<file path="config.mk">
export PLATFORM = sky130hd
export DESIGN_NAME = crs_prep
export DESIGN_NICKNAME = d
export VERILOG_FILES = /design/src/sv/crs_pkg.sv /design/src/sv/crs_prep.sv
export SDC_FILE = /design/constraint.sdc
export NUM_CORES = 2
export LEC_CHECK = 0
export BUFFER_PORTS_ARGS = -buffer_cell sky130_fd_sc_hd__buf_2
export CORE_MARGIN = 2
export CORE_UTILIZATION = 35
export DETAILED_ROUTE_END_ITERATION = 16
export PLACE_DENSITY_LB_ADDON = 0.25
export SYNTH_ARGS = -nofsm -noshare
export SYNTH_HDL_FRONTEND = slang
export SYNTH_SLANG_ARGS = --single-unit
export TNS_END_PERCENT = 30
</file>
<file path="constraint.sdc">
create_clock -name clk -period 22.2 [get_ports clk]
set_input_delay 2.22 -clock clk [delete_from_list [all_inputs] [get_ports clk]]
set_output_delay 2.22 -clock clk [all_outputs]
set_load 0.05 [all_outputs]
</file>
<file path="src/sv/crs_pkg.sv">
`default_nettype none
package crs_pkg;

  localparam int DATA_W    = 32;
  localparam int TOL_W     = 31;
  localparam logic [TOL_W-1:0] TOL_RESET = 31'd66;

  localparam int PROD_W    = 2 * DATA_W;
  localparam int COF_W     = PROD_W + 1;
  localparam int TERM_W    = DATA_W + COF_W;
  localparam int SUM_W     = TERM_W + 2;
  localparam int MAG_W     = SUM_W - 1;
  localparam int DIV_STEPS = DATA_W;

  localparam int N_COF  = 6;
  localparam int N_TERM = 12;
  localparam int N_SUM  = 4;
  localparam int N_LANE = 3;

  localparam logic [DATA_W-1:0] SOL_POS_LIM = 32'h7fff_ffff;
  localparam logic [DATA_W-1:0] SOL_NEG_LIM = 32'h8000_0000;

  typedef struct packed {
    logic signed [DATA_W-1:0] m00;
    logic signed [DATA_W-1:0] m01;
    logic signed [DATA_W-1:0] m02;
    logic signed [DATA_W-1:0] m10;
    logic signed [DATA_W-1:0] m11;
    logic signed [DATA_W-1:0] m12;
    logic signed [DATA_W-1:0] m20;
    logic signed [DATA_W-1:0] m21;
    logic signed [DATA_W-1:0] m22;
    logic signed [DATA_W-1:0] rhs0;
    logic signed [DATA_W-1:0] rhs1;
    logic signed [DATA_W-1:0] rhs2;
  } crs_in_t;

  typedef struct packed {
    logic signed [DATA_W-1:0] sol0;
    logic signed [DATA_W-1:0] sol1;
    logic signed [DATA_W-1:0] sol2;
    logic                     solvable;
    logic                     saturated;
  } crs_out_t;

  // width of the scaled dividend and of the overflow threshold
  function automatic int num_width(input int frac);
    int wn;
    int wt;
    wn = MAG_W + frac + 2;
    wt = MAG_W + DIV_STEPS + 2;
    return (wn > wt) ? wn : wt;
  endfunction

endpackage
`default_nettype wire

</file>
<file path="src/sv/crs_prep.sv">
`default_nettype none
module crs_prep import crs_pkg::*; #(
  parameter int FRAC_BITS = 16
) (
  input  logic                     clk,
  input  logic                     rst_n,
  input  logic                     up_valid,
  input  logic signed [SUM_W-1:0]  up_sum [N_SUM],
  input  logic [TOL_W-1:0]         tol,
  output logic                     up_rdy,
  output logic                     dn_valid,
  input  logic                     dn_rdy,
  output logic [num_width(FRAC_BITS)-1:0] dn_num [N_LANE],
  output logic [num_width(FRAC_BITS)-1:0] dn_div,
  output logic [N_LANE-1:0]        dn_neg,
  output logic [N_LANE-1:0]        dn_sat,
  output logic                     dn_ok
);

  localparam int W_X  = num_width(FRAC_BITS);
  localparam int RD_W = MAG_W + 1;
  localparam logic [RD_W-1:0] HALF = {{(RD_W-1){1'b0}}, 1'b1} << (2*FRAC_BITS-1);

  logic                 v1_r, v2_r, v3_r;
  logic                 rdy1, rdy2, rdy3;

  logic [MAG_W-1:0]     dmag1_r;
  logic                 dzero1_r;
  logic [MAG_W-1:0]     nmag1_r [N_LANE];
  logic [N_LANE-1:0]    neg1_r, neg2_r, neg3_r;

  logic [W_X-1:0]       n2_2_r [N_LANE];
  logic [W_X-1:0]       thr2_r [N_LANE];
  logic [W_X-1:0]       div2_r, div3_r;
  logic                 ok2_r, ok3_r;

  logic [W_X-1:0]       n2_3_r [N_LANE];
  logic [N_LANE-1:0]    sat3_r;

  logic [RD_W-1:0]      rd_sum;

  assign rdy3   = !v3_r || dn_rdy;
  assign rdy2   = !v2_r || rdy3;
  assign rdy1   = !v1_r || rdy2;
  assign up_rdy = rdy1;

  // determinant rounded to nearest, ties away from zero
  assign rd_sum = (RD_W'(dmag1_r) + HALF) >> (2*FRAC_BITS);

  always_ff @(posedge clk) begin
    if (!rst_n) begin
      v1_r <= 1'b0;
      v2_r <= 1'b0;
      v3_r <= 1'b0;
    end else begin
      if (rdy1) v1_r <= up_valid;
      if (rdy2) v2_r <= v1_r;
      if (rdy3) v3_r <= v2_r;
    end
  end

  always_ff @(posedge clk) begin
    if (rdy1) begin
      dmag1_r  <= MAG_W'(up_sum[0][SUM_W-1] ? -up_sum[0] : up_sum[0]);
      dzero1_r <= (up_sum[0] == '0);
      for (int l = 0; l < N_LANE; l++) begin
        nmag1_r[l] <= MAG_W'(up_sum[l+1][SUM_W-1] ? -up_sum[l+1] : up_sum[l+1]);
      end
      neg1_r[0] <= up_sum[1][SUM_W-1] ^ up_sum[0][SUM_W-1];
      neg1_r[1] <= up_sum[2][SUM_W-1] ^ up_sum[0][SUM_W-1];
      // z numerator arrives negated; a zero numerator gives zero either way
      neg1_r[2] <= !up_sum[3][SUM_W-1] ^ up_sum[0][SUM_W-1];
    end
    if (rdy2) begin
      div2_r <= W_X'(dmag1_r) << 1;
      ok2_r  <= !dzero1_r && !(rd_sum < RD_W'(tol));
      neg2_r <= neg1_r;
      for (int l = 0; l < N_LANE; l++) begin
        n2_2_r[l] <= (W_X'(nmag1_r[l]) << (FRAC_BITS + 1)) + W_X'(dmag1_r);
        // (limit + 1) times the doubled divisor
        thr2_r[l] <= (W_X'(dmag1_r) << DIV_STEPS)
                   + (neg1_r[l] ? (W_X'(dmag1_r) << 1) : '0);
      end
    end
    if (rdy3) begin
      div3_r <= div2_r;
      ok3_r  <= ok2_r;
      neg3_r <= neg2_r;
      for (int l = 0; l < N_LANE; l++) begin
        n2_3_r[l] <= n2_2_r[l];
        sat3_r[l] <= (n2_2_r[l] >= thr2_r[l]);
      end
    end
  end

  assign dn_valid = v3_r;
  assign dn_num   = n2_3_r;
  assign dn_div   = div3_r;
  assign dn_neg   = neg3_r;
  assign dn_sat   = sat3_r;
  assign dn_ok    = ok3_r;

endmodule
`default_nettype wire

</file>
==> impl_metrics.json <==
{
  "outcome": "finished, final reports clean",
  "die_x_um": 538,
  "register_area_mm2": 0.0477,
  "synth.largest_area_cell": "edfxtp_1",
  "drive_above_1_share_pct": 13.8,
  "worstPathCellList": "buf_2 > nor2b_1 > nand2_4 > buf_12 > buf_4 > buf_4 > buf_4 > buf_4",
  "synth_edf_count": 1587,
  "synth.most_common_cell": "edfxtp_1",
  "setup_viol_count_final": 0,
  "slew-limit-headroom_pct": 5.34,
  "report.final.slew_viol_count": 0,
  "cpMostUsedCell": "buf_4",
  "io_buffers": 885,
  "die_y_um": 538,
  "viasPerCell": 5.61,
  "htreeDepth": 4,
  "p_total_mw": 12.6,
  "row_count": 196,
  "clk_pin_slew_worst_paths_ps": 60,
  "drt_pass1_iterations": 6,
  "cts_root_buffer": "clkbuf_16",
  "power_density_mw_per_mm2": 109,
  "initial_core_util_pct": 35.1,
  "cts_tree": "built",
  "postRouteWirelength_um": 395000,
  "peakVddDrop_v": 0.0000770,
  "netlist_instances": 9392,
  "slowest_delay_ps": 840,
  "worst_pin_slew_ps": 1410,
  "gp_congestion": 1.02,
  "fin_tns_setup_ps": 0,
  "nNetsFinal": 11500,
  "hold_buffers": 0,
  "ys_seq_area_share_pct": 47.8,
  "drt-initial-drc-count": 7968,
  "async_flop_share_pct": 0,
  "path_class": "input pin to flip-flop",
  "antenna_found_initial": 121,
  "drc": 0,
  "num-fill-cells": 27600,
  "ys.flop_type": "edfxtp_1",
  "path_max_fanout": 145,
  "wl_per_cell_um": 27.8,
  "grt_start_max_net_pins": 146,
  "cts_buffer_depth": 4,
  "cp-start-kind": "input pin",
  "cp.arrival_ps": 7320,
  "cts_sinks": 1590,
  "hold_path_class": "flip-flop to flip-flop",
  "slowest_stage": "buf_4",
  "grt.overflow.total": 0,
  "die_area_mm2": 0.290,
  "area_delta_synth_final_pct": 15.0,
  "io_pins": 968,
  "finalCoreUtilization_pct": 40.4,
  "syn_area_mm2": 0.0999,
  "finalHoldViolations": 0,
  "post_cts_buffers": 0,
  "clk_latency_ps": 900,
  "finalCriticalPeriod_ps": 6840,
  "skew_ps": 71.2,
  "synth_cell_types": 89,
  "ys_ff_latch": 1590,
  "avgSynthCellArea_um2": 10.6,
  "grt_usage_pct": 26.4,
  "cts_made_buffers": 192,
  "period_share_pct": 30.8,
  "rsz0062_at_grt": "false",
  "grt_pass1_vias": 75900,
  "synth_area_leaders": "edfxtp_1 48%, ha_1 10%, xnor2_1 6.7%",
  "vias": 79700,
  "p_leak_nw": 47.1,
  "dp_hpwl_um": 306000,
  "synth_commonest_cells": "1587 x edfxtp_1, 824 x ha_1, 765 x xnor2_1",
  "grt_pass1_wl_um": 549000,
  "critPathCaptureType": "flip-flop",
  "drv_cap": 0,
  "ant_nets": 0,
  "synth_top_area_share_pct": 47.7,
  "core_area_mm2": 0.284,
  "yosys_warnings": 0,
  "cp.required_ps": 22680,
  "max_freq_mhz": 146,
  "post_cts_resized": 0,
  "multi_input_area_mm2": 0.0482
}
[worst max-delay path, delay by kind of cell]
family	cells	cell delay (ps)
buffers and inverters	6	3850
and+or+nand+nor	2	870
[layout by cell type (no fill, tap or decap), drive strengths merged, types with 82 or more instances in the layout]
| cell type | count |
|---|---|
| clkbuf | 216 |
| and2 | 324 |
| o21ai | 528 |
| edfxtp | 1587 |
| or3 | 102 |
| buf | 1033 |
| nor2 | 393 |
| nor3 | 197 |
| xnor2 | 765 |
| nor4 | 82 |
| o31ai | 152 |
| conb | 82 |
| nand2 | 617 |
| inv | 552 |
| a21oi | 683 |
| xor2 | 208 |
| a21o | 423 |
| nand4 | 257 |
| ha | 824 |
| clkinv | 86 |
| nand3 | 172 |
| o21bai | 111 |
[per-stage QoR]
| stage | setup slack [ps] | cells | area, µm² | hold slack [ps] |
|---|---|---|---|---|
| finish | 15360 | 14200 | 115000 | 408 |
| global route | 15020 | 14200 | 115000 | 421 |
| CTS | 15370 | 14100 | 115000 | 404 |
| detailed placement | 14420 | 13800 | 108000 | 405 |
| global placement | 14590 | 13800 | 108000 | 401 |
| floorplan | 1500 | 9473 | 100000 | 400 |
[cell families after synthesis]
logic type / after synthesis / share of synthesized area [%]
AOI/OAI and AO/OA: 2447 / 15.7
and+or+nand+nor: 2535 / 13.2
other: 1 / 0.00376
adders and majority gates: 830 / 10.4
DFF: 1590 / 47.8
buffers and inverters: 1012 / 4.30
xor gates and xnor gates: 973 / 8.53
muxes: 4 / 0.0426
[final timing paths]
path / startpoint / endpoint / slack (ps) / cells past startpoint
worst min register to register: div2_r[30] / dn_div[30] / 410 / 0
worst max-delay path: dn_rdy / n2_2_r[0][231] / 15360 / 8
worst max register to register: neg1_r[2] / thr2_r[0][366] / 16140 / 14
worst min-delay path: div2_r[30] / dn_div[30] / 410 / 0
[state kept, by name (all words and copies together), names as in the netlist, 3 cells and up]
name	count
n2_2_r	297
div2_r	98
dmag1_r	98
nmag1_r	294
neg1_r	3
dn_div	98
thr2_r	390
dn_neg	3
dn_sat	3
neg2_r	3
dn_num	297
[final cells by class]
type	count	area share, %
tap	3762	4.10
clock inverter	135	1.33
multi-input combinational	6871	42.0
timing repair buffer	1033	4.87
sequential	1590	41.5
inverter	542	1.78
clock buffer	216	4.28
antenna	64	0.139
[power breakdown]
part           total [mW]  internal [mW]  leakage [nW]  switching, mW
combinational        4.40           1.42          27.1           2.97
sequential           4.89           4.26          16.9          0.629
clock                3.27           1.93          3.14           1.34
total                12.6           7.62          47.1           4.95
[layer usage]
| layer | vias to the layer above | wire (µm) | track usage [%] | share of wire (%) |
|---|---|---|---|---|
| met5 | - | 170 | 0 | 0.043 |
| met2 | 3559 | 169000 | 39.5 | 43 |
| met3 | 625 | 31400 | 3.72 | 7.9 |
| li1 | 36600 | - | - | - |
| met1 | 38900 | 173000 | 37.4 | 44 |
| met4 | 26 | 21200 | 13.0 | 5.4 |
No activity file was read; power rests on OpenSTA's default activity.
